--- src/md5_pkg.sv ---
// MD5 package: shared types, constants and round tables.
// No dependencies.
package md5_pkg;
    typedef struct packed {
        logic [7:0] data_byte;
        logic       has_byte;
        logic       end_of_message;
    } md5_in_t;

    typedef struct packed {
        logic [31:0] digest_word;
        logic [1:0]  word_index;
        logic        last_word;
    } md5_out_t;

    localparam logic [31:0] INIT_A = 32'h67452301;
    localparam logic [31:0] INIT_B = 32'hefcdab89;
    localparam logic [31:0] INIT_C = 32'h98badcfe;
    localparam logic [31:0] INIT_D = 32'h10325476;
    localparam logic [7:0]  PAD_BYTE = 8'h80;
    localparam int          QUEUE_DEPTH = 2;

    function automatic logic [31:0] round_const(input logic [5:0] r);
        logic [31:0] k;
        unique case (r)
            6'd0: k = 32'hd76aa478; 6'd1: k = 32'he8c7b756; 6'd2: k = 32'h242070db;
            6'd3: k = 32'hc1bdceee; 6'd4: k = 32'hf57c0faf; 6'd5: k = 32'h4787c62a;
            6'd6: k = 32'ha8304613; 6'd7: k = 32'hfd469501; 6'd8: k = 32'h698098d8;
            6'd9: k = 32'h8b44f7af; 6'd10: k = 32'hffff5bb1; 6'd11: k = 32'h895cd7be;
            6'd12: k = 32'h6b901122; 6'd13: k = 32'hfd987193; 6'd14: k = 32'ha679438e;
            6'd15: k = 32'h49b40821; 6'd16: k = 32'hf61e2562; 6'd17: k = 32'hc040b340;
            6'd18: k = 32'h265e5a51; 6'd19: k = 32'he9b6c7aa; 6'd20: k = 32'hd62f105d;
            6'd21: k = 32'h02441453; 6'd22: k = 32'hd8a1e681; 6'd23: k = 32'he7d3fbc8;
            6'd24: k = 32'h21e1cde6; 6'd25: k = 32'hc33707d6; 6'd26: k = 32'hf4d50d87;
            6'd27: k = 32'h455a14ed; 6'd28: k = 32'ha9e3e905; 6'd29: k = 32'hfcefa3f8;
            6'd30: k = 32'h676f02d9; 6'd31: k = 32'h8d2a4c8a; 6'd32: k = 32'hfffa3942;
            6'd33: k = 32'h8771f681; 6'd34: k = 32'h6d9d6122; 6'd35: k = 32'hfde5380c;
            6'd36: k = 32'ha4beea44; 6'd37: k = 32'h4bdecfa9; 6'd38: k = 32'hf6bb4b60;
            6'd39: k = 32'hbebfbc70; 6'd40: k = 32'h289b7ec6; 6'd41: k = 32'heaa127fa;
            6'd42: k = 32'hd4ef3085; 6'd43: k = 32'h04881d05; 6'd44: k = 32'hd9d4d039;
            6'd45: k = 32'he6db99e5; 6'd46: k = 32'h1fa27cf8; 6'd47: k = 32'hc4ac5665;
            6'd48: k = 32'hf4292244; 6'd49: k = 32'h432aff97; 6'd50: k = 32'hab9423a7;
            6'd51: k = 32'hfc93a039; 6'd52: k = 32'h655b59c3; 6'd53: k = 32'h8f0ccc92;
            6'd54: k = 32'hffeff47d; 6'd55: k = 32'h85845dd1; 6'd56: k = 32'h6fa87e4f;
            6'd57: k = 32'hfe2ce6e0; 6'd58: k = 32'ha3014314; 6'd59: k = 32'h4e0811a1;
            6'd60: k = 32'hf7537e82; 6'd61: k = 32'hbd3af235; 6'd62: k = 32'h2ad7d2bb;
            default: k = 32'heb86d391;
        endcase
        return k;
    endfunction

    function automatic logic [4:0] rot_amount(input logic [5:0] r);
        logic [4:0] s;
        unique case ({r[5:4], r[1:0]})
            4'd0: s = 5'd7;  4'd1: s = 5'd12; 4'd2: s = 5'd17; 4'd3: s = 5'd22;
            4'd4: s = 5'd5;  4'd5: s = 5'd9;  4'd6: s = 5'd14; 4'd7: s = 5'd20;
            4'd8: s = 5'd4;  4'd9: s = 5'd11; 4'd10: s = 5'd16; 4'd11: s = 5'd23;
            4'd12: s = 5'd6; 4'd13: s = 5'd10; 4'd14: s = 5'd15; default: s = 5'd21;
        endcase
        return s;
    endfunction

    function automatic logic [3:0] word_sel(input logic [5:0] r);
        logic [3:0] g;
        unique case (r[5:4])
            2'd0: g = r[3:0];
            2'd1: g = 4'(5 * r[3:0] + 1);
            2'd2: g = 4'(3 * r[3:0] + 5);
            default: g = 4'(7 * r[3:0]);
        endcase
        return g;
    endfunction
endpackage

--- src/md5_stream_if.sv ---
// Valid/ready channel interface carrying a packed payload.
// Depends on nothing; payload type set by parameter.
interface md5_stream_if #(parameter type payload_t = logic);
    logic     valid;
    logic     ready;
    payload_t payload;
    modport source (output valid, output payload, input ready);
    modport sink (input valid, input payload, output ready);
endinterface

--- src/md5_ram.sv ---
// Generic simple dual-port RAM (one write port, one read port) with registered read.
// No dependencies.
module md5_ram #(
    parameter int WIDTH = 32,
    parameter int DEPTH = 16
) (
    input  logic                     clk,
    input  logic                     we,
    input  logic [$clog2(DEPTH)-1:0] waddr,
    input  logic [WIDTH-1:0]         wdata,
    input  logic [$clog2(DEPTH)-1:0] raddr,
    output logic [WIDTH-1:0]         rdata
);
    logic [WIDTH-1:0] mem [DEPTH];

    always_ff @(posedge clk)
    begin
        if (we)
            mem[waddr] <= wdata;
        rdata <= mem[raddr];
    end
endmodule

--- src/md5_front.sv ---
// Front end: accepts requests, drops empty ones, queues them for the core.
// Depends on md5_pkg and md5_stream_if.
module md5_front (
    input  logic clk,
    input  logic rst_n,
    md5_stream_if.sink   in_ch,
    output md5_pkg::md5_in_t q_data,
    output logic         q_valid,
    input  logic         q_pop
);
    import md5_pkg::*;

    md5_in_t    fifo_reg [QUEUE_DEPTH];
    logic [0:0] wp_reg, rp_reg;
    logic [1:0] cnt_reg;
    logic       push;

    assign in_ch.ready = (cnt_reg != 2'(QUEUE_DEPTH));
    assign push = in_ch.valid && in_ch.ready
                  && (in_ch.payload.has_byte || in_ch.payload.end_of_message);
    assign q_valid = (cnt_reg != 2'd0);
    assign q_data  = fifo_reg[rp_reg];

    always_ff @(posedge clk or negedge rst_n)
    begin
        if (!rst_n)
        begin
            wp_reg  <= 1'b0;
            rp_reg  <= 1'b0;
            cnt_reg <= 2'd0;
        end
        else
        begin
            if (push)
                wp_reg <= wp_reg + 1'b1;
            if (q_pop)
                rp_reg <= rp_reg + 1'b1;
            cnt_reg <= cnt_reg + 2'(push) - 2'(q_pop);
        end
    end

    always_ff @(posedge clk)
    begin
        if (push)
            fifo_reg[wp_reg] <= in_ch.payload;
    end

    assert property (@(posedge clk) disable iff (!rst_n) q_pop |-> q_valid)
        else $error("pop from empty queue");
    assert property (@(posedge clk) disable iff (!rst_n) cnt_reg <= 2'(QUEUE_DEPTH))
        else $error("queue overflow");
    assert property (@(posedge clk) disable iff (!rst_n)
        (push && !q_pop) |=> cnt_reg == $past(cnt_reg) + 2'd1)
        else $error("queue count slip");
endmodule

--- src/md5_core.sv ---
// Back end: block buffer, padding, 64-round compression, digest output.
// Depends on md5_pkg, md5_ram and md5_stream_if.
module md5_core (
    input  logic clk,
    input  logic rst_n,
    input  md5_pkg::md5_in_t q_data,
    input  logic         q_valid,
    output logic         q_pop,
    md5_stream_if.source out_ch
);
    import md5_pkg::*;

    typedef enum logic [2:0] {S_IDLE, S_PAD, S_ROUND, S_FOLD, S_OUT} state_t;

    state_t      state_reg;
    logic [31:0] h_reg [4];
    logic [31:0] a_reg, b_reg, c_reg, d_reg;
    logic [63:0] bits_reg;
    logic [63:0] len_reg;
    logic [5:0]  pos_reg;
    logic [5:0]  rnd_reg;
    logic        closing_reg;
    logic [1:0]  oi_reg;
    logic        ovalid_reg;
    logic [3:0]  wwa_reg;
    logic [31:0] wacc_reg;

    // word RAM: 16 words of 32 bits, one byte lane assembled before write
    logic        we;
    logic [3:0]  waddr;
    logic [31:0] wdata;
    logic [3:0]  raddr;
    logic [31:0] rdata;
    logic [7:0]  wbyte;
    logic        wr_byte;
    logic [31:0] f, t, sum, rot;
    logic [5:0]  rnext;

    md5_ram #(.WIDTH(32), .DEPTH(16)) u_words (
        .clk(clk), .we(we), .waddr(waddr), .wdata(wdata), .raddr(raddr), .rdata(rdata)
    );

    always_comb
    begin
        unique case (pos_reg[1:0])
            2'd0: wdata = {24'd0, wbyte};
            2'd1: wdata = {16'd0, wbyte, wacc_reg[7:0]};
            2'd2: wdata = {8'd0, wbyte, wacc_reg[15:0]};
            default: wdata = {wbyte, wacc_reg[23:0]};
        endcase
    end
    assign waddr = pos_reg[5:2];
    assign we    = wr_byte;

    // wwa_reg[1]: current padding block carries the length
    always_comb
    begin
        wr_byte = 1'b0;
        wbyte   = q_data.data_byte;
        q_pop   = 1'b0;
        if (state_reg == S_IDLE && q_valid)
        begin
            wr_byte = q_data.has_byte;
            q_pop   = 1'b1;
        end
        else if (state_reg == S_PAD)
        begin
            wr_byte = 1'b1;
            if (!closing_reg)
                wbyte = PAD_BYTE;
            else if (wwa_reg[1] && pos_reg >= 6'd56)
                wbyte = len_reg[8 * pos_reg[2:0] +: 8];
            else
                wbyte = 8'd0;
        end
    end

    assign rnext = rnd_reg + 6'd1;
    assign raddr = (state_reg == S_ROUND && wwa_reg[3]) ? word_sel(rnext) : 4'd0;

    always_comb
    begin
        unique case (rnd_reg[5:4])
            2'd0: f = (b_reg & c_reg) | (~b_reg & d_reg);
            2'd1: f = (b_reg & d_reg) | (c_reg & ~d_reg);
            2'd2: f = b_reg ^ c_reg ^ d_reg;
            default: f = c_reg ^ (b_reg | ~d_reg);
        endcase
        t   = a_reg + f + rdata + round_const(rnd_reg);
        rot = (t << rot_amount(rnd_reg)) | (t >> (6'd32 - {1'b0, rot_amount(rnd_reg)}));
        sum = b_reg + rot;
    end

    assign out_ch.valid = ovalid_reg;
    assign out_ch.payload.digest_word = h_reg[oi_reg];
    assign out_ch.payload.word_index  = oi_reg;
    assign out_ch.payload.last_word   = (oi_reg == 2'd3);

    always_ff @(posedge clk or negedge rst_n)
    begin
        if (!rst_n)
        begin
            state_reg   <= S_IDLE;
            h_reg[0]    <= INIT_A;
            h_reg[1]    <= INIT_B;
            h_reg[2]    <= INIT_C;
            h_reg[3]    <= INIT_D;
            a_reg       <= 32'd0;
            b_reg       <= 32'd0;
            c_reg       <= 32'd0;
            d_reg       <= 32'd0;
            bits_reg    <= 64'd0;
            pos_reg     <= 6'd0;
            rnd_reg     <= 6'd0;
            closing_reg <= 1'b0;
            oi_reg      <= 2'd0;
            ovalid_reg  <= 1'b0;
            wacc_reg    <= 32'd0;
            len_reg     <= 64'd0;
            wwa_reg     <= 4'd0;
        end
        else
        begin
            if (wr_byte)
                wacc_reg <= wdata;
            unique case (state_reg)
                S_IDLE:
                begin
                    if (q_valid)
                    begin
                        priority if (q_data.has_byte)
                        begin
                            bits_reg <= bits_reg + 64'd8;
                            pos_reg  <= pos_reg + 6'd1;
                            if (q_data.end_of_message)
                            begin
                                len_reg     <= bits_reg + 64'd8;
                                closing_reg <= 1'b0;
                                state_reg   <= (pos_reg == 6'd63) ? S_ROUND : S_PAD;
                            end
                            else if (pos_reg == 6'd63)
                                state_reg <= S_ROUND;
                        end
                        else
                        begin
                            len_reg     <= bits_reg;
                            closing_reg <= 1'b0;
                            state_reg   <= S_PAD;
                        end
                        if (q_data.end_of_message)
                            wwa_reg <= 4'd1;
                        else
                            wwa_reg <= 4'd0;
                        rnd_reg <= 6'd0;
                        a_reg <= h_reg[0]; b_reg <= h_reg[1];
                        c_reg <= h_reg[2]; d_reg <= h_reg[3];
                    end
                end
                S_PAD:
                begin
                    closing_reg <= 1'b1;
                    if (!closing_reg)
                        wwa_reg[1] <= (pos_reg < 6'd56);
                    pos_reg     <= pos_reg + 6'd1;
                    rnd_reg     <= 6'd0;
                    a_reg <= h_reg[0]; b_reg <= h_reg[1];
                    c_reg <= h_reg[2]; d_reg <= h_reg[3];
                    if (pos_reg == 6'd63)
                        state_reg <= S_ROUND;
                end
                S_ROUND:
                begin
                    // first cycle only primes the RAM read of word 0
                    if (wwa_reg[3])
                    begin
                        a_reg <= d_reg; d_reg <= c_reg; c_reg <= b_reg; b_reg <= sum;
                        rnd_reg <= rnext;
                        if (rnd_reg == 6'd63)
                            state_reg <= S_FOLD;
                    end
                    wwa_reg[3] <= 1'b1;
                end
                S_FOLD:
                begin
                    h_reg[0] <= h_reg[0] + a_reg;
                    h_reg[1] <= h_reg[1] + b_reg;
                    h_reg[2] <= h_reg[2] + c_reg;
                    h_reg[3] <= h_reg[3] + d_reg;
                    wwa_reg[3] <= 1'b0;
                    if (!wwa_reg[0])
                        state_reg <= S_IDLE;
                    else if (closing_reg && wwa_reg[1])
                    begin
                        state_reg  <= S_OUT;
                        ovalid_reg <= 1'b1;
                        oi_reg     <= 2'd0;
                    end
                    else
                    begin
                        state_reg <= S_PAD;
                        if (closing_reg)
                            wwa_reg[1] <= 1'b1;
                    end
                end
                S_OUT:
                begin
                    if (out_ch.ready)
                    begin
                        oi_reg <= oi_reg + 2'd1;
                        if (oi_reg == 2'd3)
                        begin
                            ovalid_reg  <= 1'b0;
                            state_reg   <= S_IDLE;
                            h_reg[0]    <= INIT_A;
                            h_reg[1]    <= INIT_B;
                            h_reg[2]    <= INIT_C;
                            h_reg[3]    <= INIT_D;
                            bits_reg    <= 64'd0;
                            pos_reg     <= 6'd0;
                            closing_reg <= 1'b0;
                        end
                    end
                end
                default: state_reg <= S_IDLE;
            endcase
        end
    end

    assert property (@(posedge clk) disable iff (!rst_n)
        out_ch.valid |-> state_reg == S_OUT)
        else $error("digest shown outside output phase");
    assert property (@(posedge clk) disable iff (!rst_n)
        q_pop |-> state_reg == S_IDLE)
        else $error("request taken while busy");
    assert property (@(posedge clk) disable iff (!rst_n)
        (out_ch.valid && out_ch.ready && out_ch.payload.last_word) |=> pos_reg == 6'd0)
        else $error("state not restarted after digest");
endmodule

--- src/md5_message_digest.sv ---
// Streaming MD5 hasher top level; depends on md5_pkg, md5_stream_if, md5_front, md5_core.
// Throughput: one byte request per cycle while the core is idle; a full block then
// stalls intake (RAM prime, 64 rounds, fold) while the two-entry queue absorbs input.
// Closing pads one byte per cycle (one or two blocks, each compressed), then shows
// four digest words, one per cycle while ready; requests are queued before the core.
// Reset (rst_n, async, low) loads the MD5 initial values and clears the count.
module md5_message_digest (
    input  logic clk,
    input  logic rst_n,
    md5_stream_if.sink   in_ch,
    md5_stream_if.source out_ch
);
    import md5_pkg::*;

    md5_in_t q_data;
    logic    q_valid;
    logic    q_pop;

    md5_front u_front (
        .clk(clk), .rst_n(rst_n), .in_ch(in_ch),
        .q_data(q_data), .q_valid(q_valid), .q_pop(q_pop)
    );

    md5_core u_core (
        .clk(clk), .rst_n(rst_n), .q_data(q_data), .q_valid(q_valid),
        .q_pop(q_pop), .out_ch(out_ch)
    );
endmodule

--- src/flat_wrapper.sv ---
// flat-port wrapper written by rule: the top's interface ports become plain ports
module md5_message_digest_flat import md5_pkg::*;
  (clk, rst_n, in_ch_valid, in_ch_payload, in_ch_ready, out_ch_valid, out_ch_payload, out_ch_ready);
  md5_stream_if #(.payload_t(md5_in_t)) in_ch_i ();
  md5_stream_if #(.payload_t(md5_out_t)) out_ch_i ();
  input  logic clk;
  input  logic rst_n;
  input wire logic [$bits(in_ch_i.valid)-1:0] in_ch_valid;
  input wire logic [$bits(in_ch_i.payload)-1:0] in_ch_payload;
  output wire logic [$bits(in_ch_i.ready)-1:0] in_ch_ready;
  output wire logic [$bits(out_ch_i.valid)-1:0] out_ch_valid;
  output wire logic [$bits(out_ch_i.payload)-1:0] out_ch_payload;
  input wire logic [$bits(out_ch_i.ready)-1:0] out_ch_ready;
  assign in_ch_i.valid = in_ch_valid;
  assign in_ch_i.payload = in_ch_payload;
  assign in_ch_ready = in_ch_i.ready;
  assign out_ch_valid = out_ch_i.valid;
  assign out_ch_payload = out_ch_i.payload;
  assign out_ch_i.ready = out_ch_ready;
  md5_message_digest u_core (.clk(clk), .rst_n(rst_n), .in_ch(in_ch_i), .out_ch(out_ch_i));
endmodule
--- config.mk ---
export PLATFORM = sky130hd
export DESIGN_NAME = md5_message_digest_flat
export DESIGN_NICKNAME = d
export VERILOG_FILES = /design/src/md5_pkg.sv /design/src/md5_stream_if.sv /design/src/md5_ram.sv /design/src/md5_front.sv /design/src/md5_core.sv /design/src/md5_message_digest.sv /design/src/flat_wrapper.sv
export SDC_FILE = /design/constraint.sdc
export NUM_CORES = 2
export LEC_CHECK = 0
export CORE_MARGIN = 8
export CORE_UTILIZATION = 35
export CTS_CLUSTER_DIAMETER = 40
export DETAILED_ROUTE_END_ITERATION = 6
export DONT_BUFFER_PORTS = 1
export HOLD_SLACK_MARGIN = 0.06
export PLACE_DENSITY_LB_ADDON = 0.12
export SLEW_MARGIN = 20
export SYNTH_ARGS = -nofsm -noshare
export SYNTH_HDL_FRONTEND = slang
export SYNTH_SLANG_ARGS = --single-unit
--- constraint.sdc ---
create_clock -name clk -period 10.9 [get_ports clk]
set_clock_uncertainty 0.1 [all_clocks]
set_input_delay 1.09 -clock clk [delete_from_list [all_inputs] [get_ports clk]]
set_output_delay 1.09 -clock clk [all_outputs]
set_load 0.01 [all_outputs]
[After elaboration in Yosys (flattened, before gate mapping)]
Memories as Yosys holds them, arrays and structs flattened. A register that Yosys moved wholly into a read port is not among the register bits.
Cells that the tools add are included.
Storage, ports and cells
  register bits after elaboration: 435
  RAM bits: 532
  ROM bits: 2208
  input bits: 14
  output and inout port bits: 37
  logic and storage cells: 208
  memories: 5
Memory list
  (name not given): depth 64, bits a word 32, read ports 1, clocked after memory_dff 0, write ports 0, RTL line md5_pkg.sv:25  | unique case (r)
  u_core.u_core.u_words.mem: depth 16, bits a word 32, read ports 1, clocked after memory_dff 1, write ports 1, RTL line md5_ram.sv:14  | logic [WIDTH-1:0] mem [DEPTH];
  (name not given): depth 16, bits a word 5, read ports 1, clocked after memory_dff 0, write ports 0, RTL line md5_pkg.sv:54  | unique case ({r[5:4], r[1:0]})
  (name not given): depth 16, bits a word 5, read ports 1, clocked after memory_dff 0, write ports 0, RTL line md5_pkg.sv:54
  u_core.u_front.fifo_reg: depth 2, bits a word 10, read ports 1, clocked after memory_dff 0, write ports 1, RTL line md5_front.sv:13  | md5_in_t fifo_reg [QUEUE_DEPTH];
Cells by class
  add/subtract/negate cells: 19
  multipliers: 3
  magnitude comparators: 3
  equal/unequal tests: 27
  shift operators: 3
  multiplexer cells: 81
  bitwise operators: 14
  reduce and logical (&&, ||, !) cells: 30
Operators with widths (number)
  32-bit case mux with 3 select lines: 6
  64-bit 2-to-1 mux: 6
  32-bit 2-to-1 mux: 10
  32-bit adder: 8
  128-bit 2-to-1 mux: 2
  128-bit case mux with 2 select lines: 1
  32-bit bitwise AND: 4
  32-bit OR: 4
  64-bit case mux with 2 select lines: 1
  32-bit XOR: 3
  64-bit by 4-bit adder with 64-bit output (second input constant): 1
  32-bit binary-select mux with 2-bit select: 1
  32-bit inverter: 2
  64-bit by 7-bit indexed part select with 8-bit output: 1
  6-bit 2-to-1 mux: 6
  6-bit case mux with 3 select lines: 2
  8-bit 2-to-1 mux: 4
  32-bit by 5-bit << shifter with 32-bit output: 1
  32-bit by 6-bit right shift with 32-bit output: 1
  3-bit 2-to-1 mux: 10
  5-bit AND reduction: 5
  2-bit inequality test (second input constant): 12
  1-bit 2-to-1 mux: 19
  3-bit case mux with 5 select lines: 1
  38 further kinds: 69

[Logic depth before layout (Yosys ltp)]
  depth in word-level cells: 12
  gate-level depth with buffers: 43
  depth with buffers taken out: 40

[By module]
Synthesis repeated with hierarchy kept, for this count alone.
Unflattened totals
  cell total of the unflattened synthesis: 6056
  area total of the unflattened synthesis: 60656.9 um^2
Modules (own cells, without submodules)
  md5_core: instances 1, cells each 5169, area an instance 39852.0 um^2, seq. area each 10690.3 um^2
  md5_ram: instances 1, cells each 838, area an instance 19835.3 um^2, seq. area each 16015.4 um^2
  md5_front: instances 1, cells each 49, area an instance 969.7 um^2, seq. area each 700.7 um^2

[Worst setup path after synthesis]
No wires, ideal clock.
  path type: reg-to-reg
  start: register u_core.u_core.rnd_reg[1]
  end: register u_core.u_core.b_reg[31]
  arrival: 9.365 ns
  setup slack: 1.366 ns
  stages on the path, launching flop included: 41
  clock period less this slack: 9.534 ns
  cells stage by stage: dfrtp_1 -> clkbuf_1 -> clkinv_1 -> ha_1 -> inv_2 -> nand2_1 -> clkbuf_1 -> a21oi_1 -> a31oi_1 -> mux4_2 -> fa_1 -> inv_1 -> fa_1 -> inv_1 -> ha_1 -> inv_1 -> fa_1 -> nor2b_1 -> (+5 left out) -> xnor2_1 -> and2_1 -> mux4_2 -> mux2_4 -> a221o_1 -> ha_1 -> a21oi_1 -> nand4b_1 -> nand3_1 -> a31oi_1 -> o21ai_0 -> a41oi_1 -> o21ai_0 -> a41oi_1 -> a21oi_1 -> and3_1 -> or4b_1 -> nand3_1
On the way
  longest elaborated chain between the ends: 7
Ends and longest elaborated chain
  start, declared: RTL line md5_core.sv:21  | logic [5:0] rnd_reg;
  start signal, assigned: RTL line md5_core.sv:177  | rnd_reg <= rnext;
  memory 64 x 32 bit / memory 16 x 5 bit (equally long branches)
  32-bit adder / 6-bit by 5-bit subtractor with 6-bit output (equally long branches): RTL line md5_core.sv:89, md5_core.sv:90
  32-bit by 6-bit right shift with 32-bit output / 32-bit by 5-bit << shifter with 32-bit output (equally long branches): RTL line md5_core.sv:90  | rot = (t << rot_amount(rnd_reg)) | (t >> (6'd32 - {1'b0, rot_amount(rnd_reg)}));
  32-bit OR *: RTL line md5_core.sv:90
  32-bit adder *: RTL line md5_core.sv:91  | sum = b_reg + rot;
  32-bit 2-to-1 mux *: RTL line md5_core.sv:174  | if (wwa_reg[3])
  32-bit case mux with 3 select lines *: RTL line md5_core.sv:126  | unique case (state_reg)
  end signal, assigned: RTL line md5_core.sv:155  | a_reg <= h_reg[0]; b_reg <= h_reg[1];
  end signal, assigned: RTL line md5_core.sv:166  | a_reg <= h_reg[0]; b_reg <= h_reg[1];
  end signal, assigned: RTL line md5_core.sv:176  | a_reg <= d_reg; d_reg <= c_reg; c_reg <= b_reg; b_reg <= sum;
  end, declared: RTL line md5_core.sv:17  | logic [31:0] a_reg, b_reg, c_reg, d_reg;
Every way passes the cells marked *; elsewhere a longest branch is shown, timed or not. The select of a mux whose other input is x is not followed.
A chain may end at the register's enable or synchronous reset.

[Worst setup path after layout]
  start: register u_core.u_core.rnd_reg[2]
  end: register u_core.u_core.b_reg[30]
On the way
  longest elaborated chain between the ends: 7
Ends and longest elaborated chain
  memory 64 x 32 bit *
  32-bit adder *: RTL line md5_core.sv:89  | t = a_reg + f + rdata + round_const(rnd_reg);
  32-bit by 6-bit right shift with 32-bit output / 32-bit by 5-bit << shifter with 32-bit output (equally long branches): RTL line md5_core.sv:90
  32-bit OR *: RTL line md5_core.sv:90
  32-bit adder *: RTL line md5_core.sv:91
  32-bit 2-to-1 mux *: RTL line md5_core.sv:174
  32-bit case mux with 3 select lines *: RTL line md5_core.sv:126
Marks and branches as above.

==> metrics.cfg <==
[timing]
maxSlewHeadroom = 0.269
max_freq_ghz = 0.0972
max_slew.worst_pin.slew_ns = 1.08
rsz0062_at_grt = false
min_period_ns = 10.28
hold_viol = 0
tns_ns = 0
slew_viol_final = 0
setup_viol = 0
period_share = 0.943

[logic_synthesis]
synth_cell_types = 99
synth_seq_cells = 992
syn_area_mm2 = 0.0613
syn_inst = 6666
syn_area_per_cell_um2 = 9.20
synth-edff-count = 532
ys_warn_count = 0
synth_nets = 6965
synth_top_area_frac = 0.261
ys_async_sr_fraction = 0.431
synth-seq-area-share = 0.447
synthFlopType = edfxtp_1
synth_area_leaders = edfxtp_1 26%, dfrtp_1 15%, nand2_1 6.2%, a21oi_1 4.8%, ha_1 4.4%
yosysTopAreaCell = edfxtp_1

[setup_path]
critPathSlowestCell = a2111oi_0
cp.required_ns = 11.43
max_stage_delay_ns = 0.56
crit_path_start_kind = flip-flop
path_max_fanout = 57
worstSetupPathType = reg2reg
cp_data_arrival_time_ns = 10.82
crit_family = compound AO/OA/AOI/OAI gates
path_buf_inv = 5
crit_top_cell = a31oi_1
worstSetupEndpointType = flip-flop

[route]
avgRoutedWirePerCell_um = 24.6
antenna_left = 0
drcViolationCount = 0
postRouteWirelength_mm = 223
drt_iter0_drc = 4960
firstDrtPassIters = 6
vias = 51742
via_per_inst = 5.70

[clocking]
postCtsSetupBuffers = 0
clk_path_buf_depth = 3
cts-root-buf = clkbuf_16
h-tree-depth = 4
clock_sinks = 992
clock_latency_ns = 0.84
tritoncts = done
clk_pin_slew_ns = 0.05
cts_made_buffers = 187

[layout]
largest_register_ffs = 512
area_growth_pct = 15.8
num-nets-final = 6876
drive_above_1_share = 0.110

[floorplanning]
core_mm2 = 0.174
ios = 51
die_area_mm2 = 0.189
row_count = 153
die_height_um = 435
dieWidth_um = 435
initial_core_util = 0.352

[global_route]
first_global_vias = 49675
grt_pass1_wl_mm = 332
grt_max_degree = 365
grt_use_total = 0.231
antenna_found_initial = 3
grt-ovfl-total = 0

[place]
gp_congestion = 0.945
hpwl_mm = 147
port-buffer-count = 0

[flow_run]
cap_violations = 0

[min_path]
hp-class = in2async

[outcome]
status = completed

worst paths after layout:
path | cells past startpoint | slack (ns) | startpoint | end
max | 38 | 0.62 | u_core.u_core.rnd_reg[2] | u_core.u_core.b_reg[30]
min | 1 | 0.13 | rst_n | u_core.u_core.wacc_reg[23]
max reg2reg | 38 | 0.62 | u_core.u_core.rnd_reg[2] | u_core.u_core.b_reg[30]
min reg2reg | 1 | 0.41 | u_core.u_front.wp_reg | u_core.u_front.wp_reg
max in group asynchronous | 2 | 9.33 | rst_n | u_core.u_core.d_reg[21]
min in group clk | 0 | 0.24 | in_ch_payload[3] | u_core.u_front.fifo_reg[0][3]
per-stage QoR:
| step | cell area (um2) | cells | hold WS [ns] | setup slack [ns] | util |
|---|---|---|---|---|---|
| 6_report | 71000 | 9070 | 0.129 | 0.616 | 0.408 |
| 5_1_grt | 71000 | 9069 | 0.122 | 0.0153 | 0.408 |
| 4_1_cts | 70900 | 9067 | 0.169 | 0.661 | 0.407 |
| 3_5_place_dp | 64000 | 8708 | 0.393 | 0.753 | 0.368 |
| 3_3_place_gp | 64000 | 8708 | 0.382 | 0.886 | 0.368 |
| 2_1_floorplan | 61300 | 6666 | 0.368 | 1.37 | - |
synthesized netlist by cell type, types with 67 or more instances:
cell type  count
a211oi_1     210
a21o_1        67
a21oi_1      587
a311oi_1      79
a31oi_1      212
and2_1       138
clkbuf_1     353
dfrtp_1      364
edfxtp_1     532
fa_1          67
ha_1         218
inv_1        213
mux4_2        67
nand2_1     1013
nand3_1      117
nor2_1       655
nor3_1       100
o21ai_0      467
xnor2_1      145
xor2_1       100
worst register-to-register path, delay by kind of cell, from the launching register on:
family	cells	cell delay [ns]
and+or+nand+nor	5	0.80
buffers and inverters	5	1.11
DFF	1	0.38
muxes	2	0.65
adders and majority gates	5	2.09
AOI/OAI and AO/OA	21	4.95
kinds of logic after synthesis:
logic type	after synthesis	synth area share
compound gates	2021	0.206
xor+xnor	246	0.0353
fa+ha+maj	285	0.0664
buf+inv	655	0.0409
flops	992	0.447
mux	146	0.0380
simple gates	2321	0.167
final cells by class:
| type | count | area, um2 |
|---|---|---|
| clock inverter | 128 | 1750 |
| clock buffer | 228 | 5020 |
| sequential | 992 | 27400 |
| tap | 2325 | 2910 |
| timing repair buffer | 157 | 1380 |
| fill | 17118 | 103000 |
| antenna | 1 | 2.50 |
| inverter | 220 | 830 |
| multi-input combinational | 5019 | 31700 |
cells in the final DEF, fill, tap and decap left out, types with 30 or more instances in the layout:
cell type	n
a211oi_1	210
a21o_1	67
a21oi_1	587
a221oi_1	30
a311oi_1	79
a31oi_1	211
and2_1	136
and3_1	39
buf_4	144
clkbuf_16	187
clkinv_2	30
dfrtp_1	359
dfstp_2	64
dfxtp_1	32
edfxtp_1	532
fa_1	67
ha_1	218
inv_1	212
mux2i_1	56
mux4_2	67
nand2_1	1008
nand2b_1	44
nand3_1	117
nand4_1	40
nor2_1	636
nor2b_1	33
nor3_1	96
nor3b_1	39
o211ai_1	59
o21a_1	42
o21ai_0	455
o31ai_1	47
or3_1	30
xnor2_1	141
xor2_1	100
what timing repair did:
item | CTS | global route
hold buffers | 3 | 0
setup endpoints to repair | 0 | 2
hold endpoints to repair | 364 | 0
gates resized for setup | 0 | 2
per-layer routing:
metal  wire, um  global-route usage
met5          0                   0
met4       6980              0.0738
met3      12500              0.0388
met2     103000               0.370
met1     101000               0.319
Power is not shown: default switching activity piles up to over one toggle a cycle in this logic, so the estimate is an artifact.
